[src/hdl/md5_pkg.sv]
// MD5 constants, round tables and helper functions shared by the digest block.
package md5_pkg;

  localparam int unsigned WORD_W   = 32;
  localparam int unsigned BLK_WORDS = 16;
  localparam int unsigned WIDX_W   = $clog2(BLK_WORDS);
  localparam int unsigned RND_W    = 6;
  localparam int unsigned LEN_W    = 64;
  localparam int unsigned BCNT_W   = LEN_W - 3;

  localparam logic [WORD_W-1:0] IV_A = 32'h67452301;
  localparam logic [WORD_W-1:0] IV_B = 32'hefcdab89;
  localparam logic [WORD_W-1:0] IV_C = 32'h98badcfe;
  localparam logic [WORD_W-1:0] IV_D = 32'h10325476;

  localparam logic [7:0] PAD_BYTE = 8'h80;
  localparam logic [WIDX_W-1:0] LEN_LO_WORD = 4'd14;
  localparam logic [WIDX_W-1:0] LEN_HI_WORD = 4'd15;

  localparam logic [WORD_W-1:0] K_TBL [64] = '{
    32'hd76aa478, 32'he8c7b756, 32'h242070db, 32'hc1bdceee,
    32'hf57c0faf, 32'h4787c62a, 32'ha8304613, 32'hfd469501,
    32'h698098d8, 32'h8b44f7af, 32'hffff5bb1, 32'h895cd7be,
    32'h6b901122, 32'hfd987193, 32'ha679438e, 32'h49b40821,
    32'hf61e2562, 32'hc040b340, 32'h265e5a51, 32'he9b6c7aa,
    32'hd62f105d, 32'h02441453, 32'hd8a1e681, 32'he7d3fbc8,
    32'h21e1cde6, 32'hc33707d6, 32'hf4d50d87, 32'h455a14ed,
    32'ha9e3e905, 32'hfcefa3f8, 32'h676f02d9, 32'h8d2a4c8a,
    32'hfffa3942, 32'h8771f681, 32'h6d9d6122, 32'hfde5380c,
    32'ha4beea44, 32'h4bdecfa9, 32'hf6bb4b60, 32'hbebfbc70,
    32'h289b7ec6, 32'heaa127fa, 32'hd4ef3085, 32'h04881d05,
    32'hd9d4d039, 32'he6db99e5, 32'h1fa27cf8, 32'hc4ac5665,
    32'hf4292244, 32'h432aff97, 32'hab9423a7, 32'hfc93a039,
    32'h655b59c3, 32'h8f0ccc92, 32'hffeff47d, 32'h85845dd1,
    32'h6fa87e4f, 32'hfe2ce6e0, 32'ha3014314, 32'h4e0811a1,
    32'hf7537e82, 32'hbd3af235, 32'h2ad7d2bb, 32'heb86d391
  };

  localparam logic [4:0] ROT_TBL [16] = '{
    5'd7, 5'd12, 5'd17, 5'd22,
    5'd5, 5'd9,  5'd14, 5'd20,
    5'd4, 5'd11, 5'd16, 5'd23,
    5'd6, 5'd10, 5'd15, 5'd21
  };

  function automatic logic [WIDX_W-1:0] msg_word_idx(input logic [RND_W-1:0] rnd);
    logic [WIDX_W-1:0] lo;
    lo = rnd[WIDX_W-1:0];
    case (rnd[5:4])
      2'd0:    return lo;
      2'd1:    return WIDX_W'(lo * 4'd5 + 4'd1);
      2'd2:    return WIDX_W'(lo * 4'd3 + 4'd5);
      default: return WIDX_W'(lo * 4'd7);
    endcase
  endfunction

  function automatic logic [4:0] rot_amt(input logic [RND_W-1:0] rnd);
    return ROT_TBL[{rnd[5:4], rnd[1:0]}];
  endfunction

  function automatic logic [WORD_W-1:0] rotl32(input logic [WORD_W-1:0] x,
                                               input logic [4:0] s);
    logic [2*WORD_W-1:0] dbl;
    dbl = {x, x} << s;
    return dbl[2*WORD_W-1:WORD_W];
  endfunction

endpackage

[src/hdl/md5_ram.sv]
// Generic simple dual-port RAM with one write port and a registered read port.
module md5_ram #(
  parameter int unsigned Width = 32,
  parameter int unsigned Depth = 16
) (
  input  logic                     clk_i,
  input  logic                     we_i,
  input  logic [$clog2(Depth)-1:0] waddr_i,
  input  logic [Width-1:0]         wdata_i,
  input  logic [$clog2(Depth)-1:0] raddr_i,
  output logic [Width-1:0]         rdata_o
);

  logic [Width-1:0] mem [Depth];
  logic [Width-1:0] rdata_q;

  always_ff @(posedge clk_i) begin
    if (we_i) begin
      mem[waddr_i] <= wdata_i;
    end
    rdata_q <= mem[raddr_i];
  end

  assign rdata_o = rdata_q;

endmodule

[src/hdl/md5_message_digest.sv]
// MD5 digest block: byte gathering, padding sequencer and one-round-per-cycle core.
//
//  channel | direction | handshake            | payload
//  in      | sink      | in_valid_i/in_stall_o | data_byte_i, has_byte_i, last_i
//  out     | source    | out_valid_o/out_stall_i | digest_low_o, digest_high_o
//
// A byte item is taken while idle; every 64th byte then runs the block: 64 rounds from the
// block store RAM, one read per round, then the chaining add.
// A last item takes one pad-word write, up to 17 fill writes and one or two blocks,
// then loads the digest register; a last item with no byte seen loads a zero digest.
// Reset loads the MD5 initial chaining words and clears the count; no clearing pass.
// The input stalls while a block or the padding runs, and while a finished digest
// waits for the full output register to drain.
module md5_message_digest (
  input  logic        clk_i,
  input  logic        rst_ni,
  input  logic        in_valid_i,
  output logic        in_stall_o,
  input  logic [7:0]  data_byte_i,
  input  logic        has_byte_i,
  input  logic        last_i,
  output logic        out_valid_o,
  input  logic        out_stall_i,
  output logic [63:0] digest_low_o,
  output logic [63:0] digest_high_o
);

  import md5_pkg::*;

  typedef enum logic [5:0] {
    ST_IDLE = 6'b000001,
    ST_PAD  = 6'b000010,
    ST_FILL = 6'b000100,
    ST_RUN  = 6'b001000,
    ST_FOLD = 6'b010000,
    ST_EMIT = 6'b100000
  } state_e;

  state_e               state_q, state_d;
  logic [WORD_W-1:0]    chain_q [4];
  logic [WORD_W-1:0]    chain_d [4];
  logic [WORD_W-1:0]    a_q, b_q, c_q, d_q;
  logic [WORD_W-1:0]    a_d, b_d, c_d, d_d;
  logic [BCNT_W-1:0]    bytes_q, bytes_d;
  logic [WORD_W-1:0]    word_q, word_d;
  logic [RND_W-1:0]     rnd_q, rnd_d;
  logic [WIDX_W-1:0]    widx_q, widx_d;
  logic                 seen_q, seen_d;
  logic                 last_pend_q, last_pend_d;
  logic                 pad_act_q, pad_act_d;
  logic                 fin_blk_q, fin_blk_d;
  logic                 zero_q, zero_d;
  logic                 out_valid_q, out_valid_d;
  logic [63:0]          dlow_q, dlow_d, dhigh_q, dhigh_d;

  logic                 ram_we;
  logic [WIDX_W-1:0]    ram_waddr, ram_raddr;
  logic [WORD_W-1:0]    ram_wdata, ram_rdata;

  logic                 in_fire, out_free;
  logic [5:0]           byte_idx;
  logic [WORD_W-1:0]    pad_word, f_val, sum, b_new;
  logic [LEN_W-1:0]     len_bits;
  logic [RND_W-1:0]     rnd_nxt;

  assign in_stall_o = (state_q != ST_IDLE);
  assign in_fire    = in_valid_i && (state_q == ST_IDLE);
  assign out_free   = !out_valid_q || !out_stall_i;
  assign byte_idx   = bytes_q[5:0];
  assign len_bits   = {bytes_q, 3'b000};
  assign rnd_nxt    = rnd_q + 6'd1;

  always_comb begin
    for (int l = 0; l < 4; l++) begin
      if (l < int'(byte_idx[1:0])) begin
        pad_word[8*l +: 8] = word_q[8*l +: 8];
      end else if (l == int'(byte_idx[1:0])) begin
        pad_word[8*l +: 8] = PAD_BYTE;
      end else begin
        pad_word[8*l +: 8] = 8'h00;
      end
    end
  end

  always_comb begin
    case (rnd_q[5:4])
      2'd0:    f_val = (b_q & c_q) | (~b_q & d_q);
      2'd1:    f_val = (b_q & d_q) | (c_q & ~d_q);
      2'd2:    f_val = b_q ^ c_q ^ d_q;
      default: f_val = c_q ^ (b_q | ~d_q);
    endcase
    sum   = a_q + f_val + K_TBL[rnd_q] + ram_rdata;
    b_new = b_q + rotl32(sum, rot_amt(rnd_q));
  end

  assign ram_raddr = (state_q == ST_RUN) ? msg_word_idx(rnd_nxt) : '0;

  always_comb begin
    state_d     = state_q;
    chain_d     = chain_q;
    a_d         = chain_q[0];
    b_d         = chain_q[1];
    c_d         = chain_q[2];
    d_d         = chain_q[3];
    bytes_d     = bytes_q;
    word_d      = word_q;
    rnd_d       = '0;
    widx_d      = widx_q;
    seen_d      = seen_q;
    last_pend_d = last_pend_q;
    pad_act_d   = pad_act_q;
    fin_blk_d   = fin_blk_q;
    zero_d      = zero_q;
    out_valid_d = out_valid_q && out_stall_i;
    dlow_d      = dlow_q;
    dhigh_d     = dhigh_q;
    ram_we      = 1'b0;
    ram_waddr   = widx_q;
    ram_wdata   = '0;

    unique case (state_q)
      ST_IDLE: begin
        if (in_fire) begin
          if (has_byte_i) begin
            word_d[8*byte_idx[1:0] +: 8] = data_byte_i;
            bytes_d = bytes_q + 1'b1;
            seen_d  = 1'b1;
            if (byte_idx[1:0] == 2'd3) begin
              ram_we    = 1'b1;
              ram_waddr = byte_idx[5:2];
              ram_wdata = {data_byte_i, word_q[23:0]};
            end
            if (byte_idx == 6'd63) begin
              state_d     = ST_RUN;
              last_pend_d = last_i;
            end else if (last_i) begin
              state_d   = ST_PAD;
              pad_act_d = 1'b1;
            end
          end else if (last_i) begin
            if (seen_q) begin
              state_d   = ST_PAD;
              pad_act_d = 1'b1;
            end else begin
              state_d = ST_EMIT;
              zero_d  = 1'b1;
            end
          end
        end
      end
      ST_PAD: begin
        ram_we    = 1'b1;
        ram_waddr = byte_idx[5:2];
        ram_wdata = pad_word;
        widx_d    = byte_idx[5:2] + 1'b1;
        fin_blk_d = (byte_idx[5:2] < LEN_LO_WORD);
        state_d   = (byte_idx[5:2] == LEN_HI_WORD) ? ST_RUN : ST_FILL;
      end
      ST_FILL: begin
        ram_we = 1'b1;
        if (fin_blk_q && widx_q == LEN_LO_WORD) begin
          ram_wdata = len_bits[31:0];
        end else if (fin_blk_q && widx_q == LEN_HI_WORD) begin
          ram_wdata = len_bits[63:32];
        end
        widx_d = widx_q + 1'b1;
        if (widx_q == LEN_HI_WORD) begin
          state_d = ST_RUN;
        end
      end
      ST_RUN: begin
        a_d   = d_q;
        b_d   = b_new;
        c_d   = b_q;
        d_d   = c_q;
        rnd_d = rnd_nxt;
        if (rnd_q == 6'd63) begin
          state_d = ST_FOLD;
        end
      end
      ST_FOLD: begin
        chain_d[0] = chain_q[0] + a_q;
        chain_d[1] = chain_q[1] + b_q;
        chain_d[2] = chain_q[2] + c_q;
        chain_d[3] = chain_q[3] + d_q;
        if (pad_act_q) begin
          if (fin_blk_q) begin
            state_d = ST_EMIT;
          end else begin
            fin_blk_d = 1'b1;
            widx_d    = '0;
            state_d   = ST_FILL;
          end
        end else if (last_pend_q) begin
          last_pend_d = 1'b0;
          pad_act_d   = 1'b1;
          state_d     = ST_PAD;
        end else begin
          state_d = ST_IDLE;
        end
      end
      ST_EMIT: begin
        if (out_free) begin
          out_valid_d = 1'b1;
          dlow_d      = zero_q ? '0 : {chain_q[1], chain_q[0]};
          dhigh_d     = zero_q ? '0 : {chain_q[3], chain_q[2]};
          chain_d[0]  = IV_A;
          chain_d[1]  = IV_B;
          chain_d[2]  = IV_C;
          chain_d[3]  = IV_D;
          bytes_d     = '0;
          seen_d      = 1'b0;
          last_pend_d = 1'b0;
          pad_act_d   = 1'b0;
          fin_blk_d   = 1'b0;
          zero_d      = 1'b0;
          state_d     = ST_IDLE;
        end
      end
      default: begin
        state_d = ST_IDLE;
      end
    endcase
  end

  always_ff @(posedge clk_i or negedge rst_ni) begin
    if (!rst_ni) begin
      state_q     <= ST_IDLE;
      chain_q[0]  <= IV_A;
      chain_q[1]  <= IV_B;
      chain_q[2]  <= IV_C;
      chain_q[3]  <= IV_D;
      bytes_q     <= '0;
      rnd_q       <= '0;
      widx_q      <= '0;
      seen_q      <= 1'b0;
      last_pend_q <= 1'b0;
      pad_act_q   <= 1'b0;
      fin_blk_q   <= 1'b0;
      zero_q      <= 1'b0;
      out_valid_q <= 1'b0;
    end else begin
      state_q     <= state_d;
      chain_q     <= chain_d;
      bytes_q     <= bytes_d;
      rnd_q       <= rnd_d;
      widx_q      <= widx_d;
      seen_q      <= seen_d;
      last_pend_q <= last_pend_d;
      pad_act_q   <= pad_act_d;
      fin_blk_q   <= fin_blk_d;
      zero_q      <= zero_d;
      out_valid_q <= out_valid_d;
    end
  end

  always_ff @(posedge clk_i) begin
    a_q     <= a_d;
    b_q     <= b_d;
    c_q     <= c_d;
    d_q     <= d_d;
    word_q  <= word_d;
    dlow_q  <= dlow_d;
    dhigh_q <= dhigh_d;
  end

  md5_ram #(
    .Width (WORD_W),
    .Depth (BLK_WORDS)
  ) u_blk_ram (
    .clk_i   (clk_i),
    .we_i    (ram_we),
    .waddr_i (ram_waddr),
    .wdata_i (ram_wdata),
    .raddr_i (ram_raddr),
    .rdata_o (ram_rdata)
  );

  assign out_valid_o   = out_valid_q;
  assign digest_low_o  = dlow_q;
  assign digest_high_o = dhigh_q;

  a_run_len: assert property (@(posedge clk_i) disable iff (!rst_ni)
    (state_q == ST_RUN && rnd_q == 6'd63) |=> (state_q == ST_FOLD))
    else $error("round counter did not end the block in the fold cycle");

  a_no_wr_run: assert property (@(posedge clk_i) disable iff (!rst_ni)
    ram_we |-> (state_q != ST_RUN && state_q != ST_FOLD && state_q != ST_EMIT))
    else $error("block store written while rounds read it");

  a_emit_cause: assert property (@(posedge clk_i) disable iff (!rst_ni)
    (state_q == ST_EMIT) |-> (pad_act_q || zero_q))
    else $error("digest emitted without a closed message");

  a_out_src: assert property (@(posedge clk_i) disable iff (!rst_ni)
    $rose(out_valid_o) |-> $past(state_q == ST_EMIT))
    else $error("result raised outside the emit step");

endmodule
[config.mk]
export PLATFORM = sky130hd
export DESIGN_NAME = md5_message_digest
export DESIGN_NICKNAME = d
export VERILOG_FILES = /design/src/hdl/md5_pkg.sv /design/src/hdl/md5_ram.sv /design/src/hdl/md5_message_digest.sv
export SDC_FILE = /design/constraint.sdc
export NUM_CORES = 2
export LEC_CHECK = 0
export BUFFER_PORTS_ARGS = -buffer_cell sky130_fd_sc_hd__buf_2
export CAP_MARGIN = 20
export CORE_UTILIZATION = 60
export CTS_BUF_LIST = sky130_fd_sc_hd__clkbuf_16
export CTS_CLUSTER_SIZE = 20
export DETAILED_ROUTE_END_ITERATION = 8
export PLACE_DENSITY = 0.77
export REMOVE_ABC_BUFFERS = 1
export SYNTH_ARGS = -nofsm -noshare
export SYNTH_HDL_FRONTEND = slang
export SYNTH_SLANG_ARGS = --single-unit
export TNS_END_PERCENT = 1
[constraint.sdc]
create_clock -name clk_i -period 27.5 [get_ports clk_i]
set_input_delay 5.5 -clock clk_i [delete_from_list [all_inputs] [get_ports clk_i]]
set_output_delay 5.5 -clock clk_i [all_outputs]
set_load 0.01 [all_outputs]
Yosys cells after proc, flatten, opt, wreduce, memory -nomap -nowiden
Memories as Yosys holds them, arrays and structs flattened. A register that Yosys moved wholly into a read port is not among the register bits.
Index checks and enable logic that the tools add are counted.
{ "totals": {"ramBits": 512, "mem_bits_ro": 2128, "n_memories": 3, "out_inout_bits": 130, "reg_bits": 499, "in_bits": 14} }
{ "memory_table": {"columns": ["name", "words", "word_bits", "read_ports", "rd_ports_with_merged_regs", "write_ports", "line", "rtl"], "rows": [
  ["(name not given)", 64, 32, 1, 0, 0, "md5_message_digest.sv:92", "sum = a_q + f_val + K_TBL[rnd_q] + ram_rdata;"],
  ["u_blk_ram.mem", 16, 32, 1, 1, 1, "md5_ram.sv:14", "logic [Width-1:0] mem [Depth];"],
  ["(name not given)", 16, 5, 1, 0, 0, "md5_pkg.sv:58", "return ROT_TBL[{rnd[5:4], rnd[1:0]}];"]
]} }
{ "classes": {"mul": 3, "eq_ne": 36, "addsub": 15, "order_cmp": 6, "shifts": 3, "n_reduce_logical": 26, "muxes": 86, "n_bitwise": 14} }
{ "ops": {"columns": ["op", "n"], "rows": [
  ["32-bit two-way mux", 11],
  ["32-bit adder", 8],
  ["128-bit case mux with 2 select lines", 1],
  ["32-bit case mux with 3 select lines", 2],
  ["61-bit two-way mux", 3],
  ["32-bit bitwise AND", 4],
  ["128-bit two-way mux", 1],
  ["61-bit case mux with 2 select lines", 1],
  ["32-bit OR", 3],
  ["32-bit XOR", 3],
  ["6-bit two-way mux", 12],
  ["32-bit NOT", 2],
  ["64-bit by 5-bit left shift with 64-bit output", 1],
  ["61-bit by 1-bit adder with 61-bit output, second input constant", 1],
  ["8-bit two-way mux", 7],
  ["6-bit case mux with 6 select lines", 1],
  ["5-bit negator with 34-bit output", 1],
  ["8-bit by 34-bit variable shift with 32-bit output, first input constant", 1],
  ["8-bit by 34-bit variable part select with 32-bit output", 1],
  ["32-bit bitwise mux", 1],
  ["4-bit two-way mux", 7],
  ["1-bit two-way mux", 27],
  ["4-bit case mux with 3 select lines", 2],
  ["2-bit inequality test, second input constant", 10],
  ["other kinds (44)", 78]
]} }

Logic depth before layout (Yosys ltp)
{ "logic_depth": {"ltp_word": 10, "depth_mapped": 43, "ltp_nobuf": 41} }

By module
From an unflattened synthesis, not the netlist that was laid out.
{ "hier_totals": {"hier_cells": 5119, "hier_area_um2": 57123.5} }
{ "by_module_without_submodules": {"columns": ["mod", "area_each_um2", "n_inst", "seq_area_each_um2", "cells_per_inst"], "rows": [
  ["md5_message_digest", 37288.3, 1, 12488.2, 4281],
  ["md5_ram", 19835.3, 1, 16015.4, 838]
]} }

Least setup slack after synthesis
No wires, ideal clock.
{ "synth_timing": {"path_type": "input-to-reg", "from": "input out_stall_i", "to": "register dhigh_q[0] (netlist: digest_high_o[0]), enable pin", "path_stages": 5, "arrival_ps": 9758, "path_slack_ps": 17200, "setup_ps": 542, "path_cell_list": "nand2_1 > nand2b_1 > inv_1 > clkbuf_1 > clkbuf_1"} }
{ "synth_between": {"elab_chain_cells": 3} }
{ "synth_rtl": {"columns": ["item", "line", "rtl"], "rows": [
  ["from (decl)", "md5_message_digest.sv:23", "input logic out_stall_i,"],
  ["1-bit logical NOT", "md5_message_digest.sv:68", "assign out_free = !out_valid_q || !out_stall_i;"],
  ["1-bit logical OR", "md5_message_digest.sv:68", null],
  ["2-bit AND reduction (no source line)", null, null],
  ["to (signal assigned)", "md5_message_digest.sv:264", "dhigh_q <= dhigh_d;"],
  ["to (decl)", "md5_message_digest.sv:54", "logic [63:0] dlow_q, dlow_d, dhigh_q, dhigh_d;"]
]} }
Every way passes these cells.
A chain may end at the register's enable or synchronous reset.

Final worst setup path
{ "layout_timing": {"from": "register rnd_q[1]", "to": "register b_q[31]"} }
{ "layout_between": {"elab_chain_cells": 9, "elab_cells_between_ends": 13, "cone_classes": "add/sub (3); shift (1); mux (5); bitwise (2); memory (2)"} }
{ "layout_rtl": {"columns": ["item", "line", "rtl"], "rows": [
  ["from (decl)", "md5_message_digest.sv:46", "logic [RND_W-1:0] rnd_q, rnd_d;"],
  ["from (signal assigned)", "md5_message_digest.sv:246", "rnd_q <= rnd_d;"],
  ["6-bit NOT with 7-bit output (not written as such)", "md5_message_digest.sv:92", null],
  ["memory 64 x 32 bit", null, null],
  ["32-bit two-way mux (not written as such) (2 in series)", "md5_message_digest.sv:92", null],
  ["32-bit adder (2 in series)", "md5_message_digest.sv:92", null],
  ["64-bit by 5-bit left shift with 64-bit output (*)", "md5_pkg.sv:64", "dbl = {x, x} << s;"],
  ["32-bit adder (*)", "md5_message_digest.sv:93", "b_new = b_q + rotl32(sum, rot_amt(rnd_q));"],
  ["32-bit two-way mux (*)", "md5_message_digest.sv:121", "unique case (state_q)"],
  ["named net b_d[31]", "md5_message_digest.sv:43", "logic [WORD_W-1:0] a_d, b_d, c_d, d_d;"],
  ["to (signal assigned)", "md5_message_digest.sv:259", "b_q <= b_d;"],
  ["to (decl)", "md5_message_digest.sv:42", "logic [WORD_W-1:0] a_q, b_q, c_q, d_q;"]
]} }
The timed path passes the listed nets; every way through them passes the cells marked *. The select of a mux whose other input is x is not followed.

==> results.md <==
- Post-synth cell types: 95
- Combinational power share: 0.593
- # diodes: 0
- Fin crit period: ~11 ns
- Yosys top cell area share: 0.343
- Clock Power Share: 0.167
- Slew margin rel.: 0.242
- Sequential share of power: 0.240
- Crit path kind: flop to flop
- Final hold violations: 0
- WP data required: 28.10 ns
- Psw: 3.92 mW
- Mean post-synth cell area: 9.76 µm²
- Routed Antenna Nets: 0
- Buffers on Ports: 143
- Die area: just under 100000 µm²
- Post-Syn Instances: 5953
- CTS Buf Count: around 100
- Crit-path slowest cell: dfrtp_1
- Worst-Skew Late Latency: 0.73 ns
- Cts repair resizes: 0
- Synth Warn #: 0
- Power Density: 136 nW/µm²
- Initial Util: 0.609
- Peak supply drop: ~0.13 mV
- CP Buf/Inv Count: 3
- H-tree depth: 3
- Placed cell areas: 60000 µm²
- Top cells by area, synth: edfxtp_1 (34%), dfrtp_1 (6.3%), nand2_1 (6.2%), dfxtp_1 (5.5%), ha_1 (4.8%)
- Int Pwr: 4.70 mW
- Largest net degree at the start of global routing: 257
- Worst hold slack: 0.497 ns
- RSZ-0062 raised after global routing: false
- Num rows: 113
- Longest Clk Path Bufs: 3
- Worst clock skew: 0.0534 ns
- Hold bufs inserted after CTS: 0
- Top-count cell post-synth: nand2_1
- Via count: approximately 46000
- Clock sinks: 1035
- Crit share post-route: 0.417
- Delay of the slowest critical-path stage: 0.73 ns
- Setup violators final: 0
- HP Class: flop to flop
- Final Max Slew Viols: 0
- Seq/Total Area, Yosys: 0.491
- Setup TNS: 0 ns
- Layout cells sized above 1: 0.0899
- Initial antenna violation count: 1
- Primary FF master, synth: edfxtp_1
- Flops & latches, synth: 1035
- Die X: 313 µm
- Final net count: roughly 6300
- Post-CTS setup repair buffer count: 0
- Clock root cell: clkbuf_16
- Vias/cell: 6.30
- Pin slew with the least headroom to its limit: 1.14 ns
- Async set-or-reset flop fraction in the synthesized netlist: 0.204
- Global placer's final weighted congestion: 1.02
- Clk pin slew, worst setup/hold paths: 0.07 ns
- Max FO, Critical Path: 16
- Placed cells: 7106
- Final core utilization: 0.665
- CTS tree: built
- Type of origin of the critical path: flop
- Post-Syn Area: 58100 µm²
- Vias in the first global route: 44100
- Core area: between 90000 and 100000 µm²
- Status: finished clean
- Drt wl/cell: approximately 23 µm
- Initial drt markers: 4894
- Final instance area: approximately 64000 µm²
- Global-route usage over all layers: 0.332
- Non-Filler Instances: 7304
- Ports: 144
- Top delay family on crit path: compound AO/OA/AOI/OAI gates
- Total congestion overflow: 0
- Final HPWL DP: 109000 µm
- Post-synth EDFFs: 664
- Leakage: ~25 nW
- Post-synth top cells: nand2_1 (962), edfxtp_1 (664), a21oi_1 (529)
- Switching share of power: 0.455
- Max cap viols: 0
- Die H: roughly 310 µm
- Final WL: 165000 µm
- Crit. End Element: flop
- Pre-antenna DRT Iters: 7
- Synth area leader: edfxtp_1
- Synth-to-Final Area Change: 9.34%
- CP arrival: 12.08 ns
- Peak Freq: 0.0871 GHz
- Residual DRC: 0
- Global-route wire length before repair: 253000 µm
-- sequential cells by signal, indices dropped and copies added (netlist names), 4 cells and up --
register,flops
digest_high_o,64
chain_q,128
word_q,24
c_q,32
rnd_q,6
bytes_q,61
a_q,32
u_blk_ram.mem,512
widx_q,4
b_q,32
d_q,32
state_q,6
digest_low_o,64
u_blk_ram.rdata_o,32
-- stage by stage --
stage                     setup WS (ns)  power [mW]
after global placement            16.46        6.99
after floorplan                   14.68        5.82
after global routing              15.30        9.22
after CTS                         16.20        8.55
final                             16.02        8.62
after detailed placement          16.26        7.11
-- power groups by stage --
stage / Combinational, mW / Sequential [mW] / Clock (mW)
6_report: 5.11 / 2.07 / 1.44
5_1_grt: 5.63 / 2.09 / 1.51
4_1_cts: 5.04 / 2.06 / 1.45
3_5_place_dp: 5.01 / 2.09 / 0
3_3_place_gp: 4.90 / 2.09 / 0
2_1_floorplan: 3.81 / 2.01 / 0
-- kinds of logic (layout without fill, tap and decap cells) --
logic type | count (synthesis) | after routing | synth area share
simple gates | 2069 | 2069 | 0.165
fa+ha+maj | 288 | 288 | 0.0707
compound gates | 1615 | 1615 | 0.174
mux | 138 | 138 | 0.0275
xor+xnor | 225 | 225 | 0.0339
flops | 1035 | 1035 | 0.491
buf+inv | 583 | 669 | 0.0380
-- worst min-delay path: stages (launching register included) --
cell and delay, ns:
dfxtp_1 0.36, nand2_1 0.07, nand2_1 0.04
-- layout make-up --
class,instances,area (µm²)
flip-flops and latches,1035,28500
multi-input cells,4335,27600
clock inverters,92,857
repair buffers,225,1380
clock buffers,105,2630
well taps,1265,1580
fillers,7290,31900
inverters,247,935
-- cells in the final DEF (no fill, tap or decap), drive strengths merged, types with 110 or more instances in the layout --
cell type  netlist  layout
nor3           114     114
o21ai          344     344
dfxtp          160     160
ha             221     221
a31oi          132     132
inv            245     277
nor2           325     325
nand3          112     112
dfrtp          146     146
and2           170     170
nand2          963     963
xnor2          110     110
nor2b          151     151
buf             53     225
a21oi          530     530
a211oi         190     190
edfxtp         664     664
xor2           115     115
-- worst paths after layout --
kind / from / end / slack, ns / cells after the start
min reg2reg: d_q[29] / a_q[29] / 0.50 / 2
min: d_q[29] / a_q[29] / 0.50 / 2
max: rnd_q[1] / b_q[31] / 16.02 / 38
max in group asynchronous: rst_ni / bytes_q[24] / 21.35 / 2
min in group asynchronous: rst_ni / rnd_q[1] / 4.91 / 1
max reg2reg: rnd_q[1] / b_q[31] / 16.02 / 38
-- layer usage --
| metal | share of wire | track usage |
|---|---|---|
| met1 | 0.40 | 0.426 |
| met5 | 0 | 0 |
| met4 | 0.043 | 0.143 |
| met3 | 0.074 | 0.0520 |
| met2 | 0.49 | 0.561 |
No activity file was read; power rests on OpenSTA's default activity.
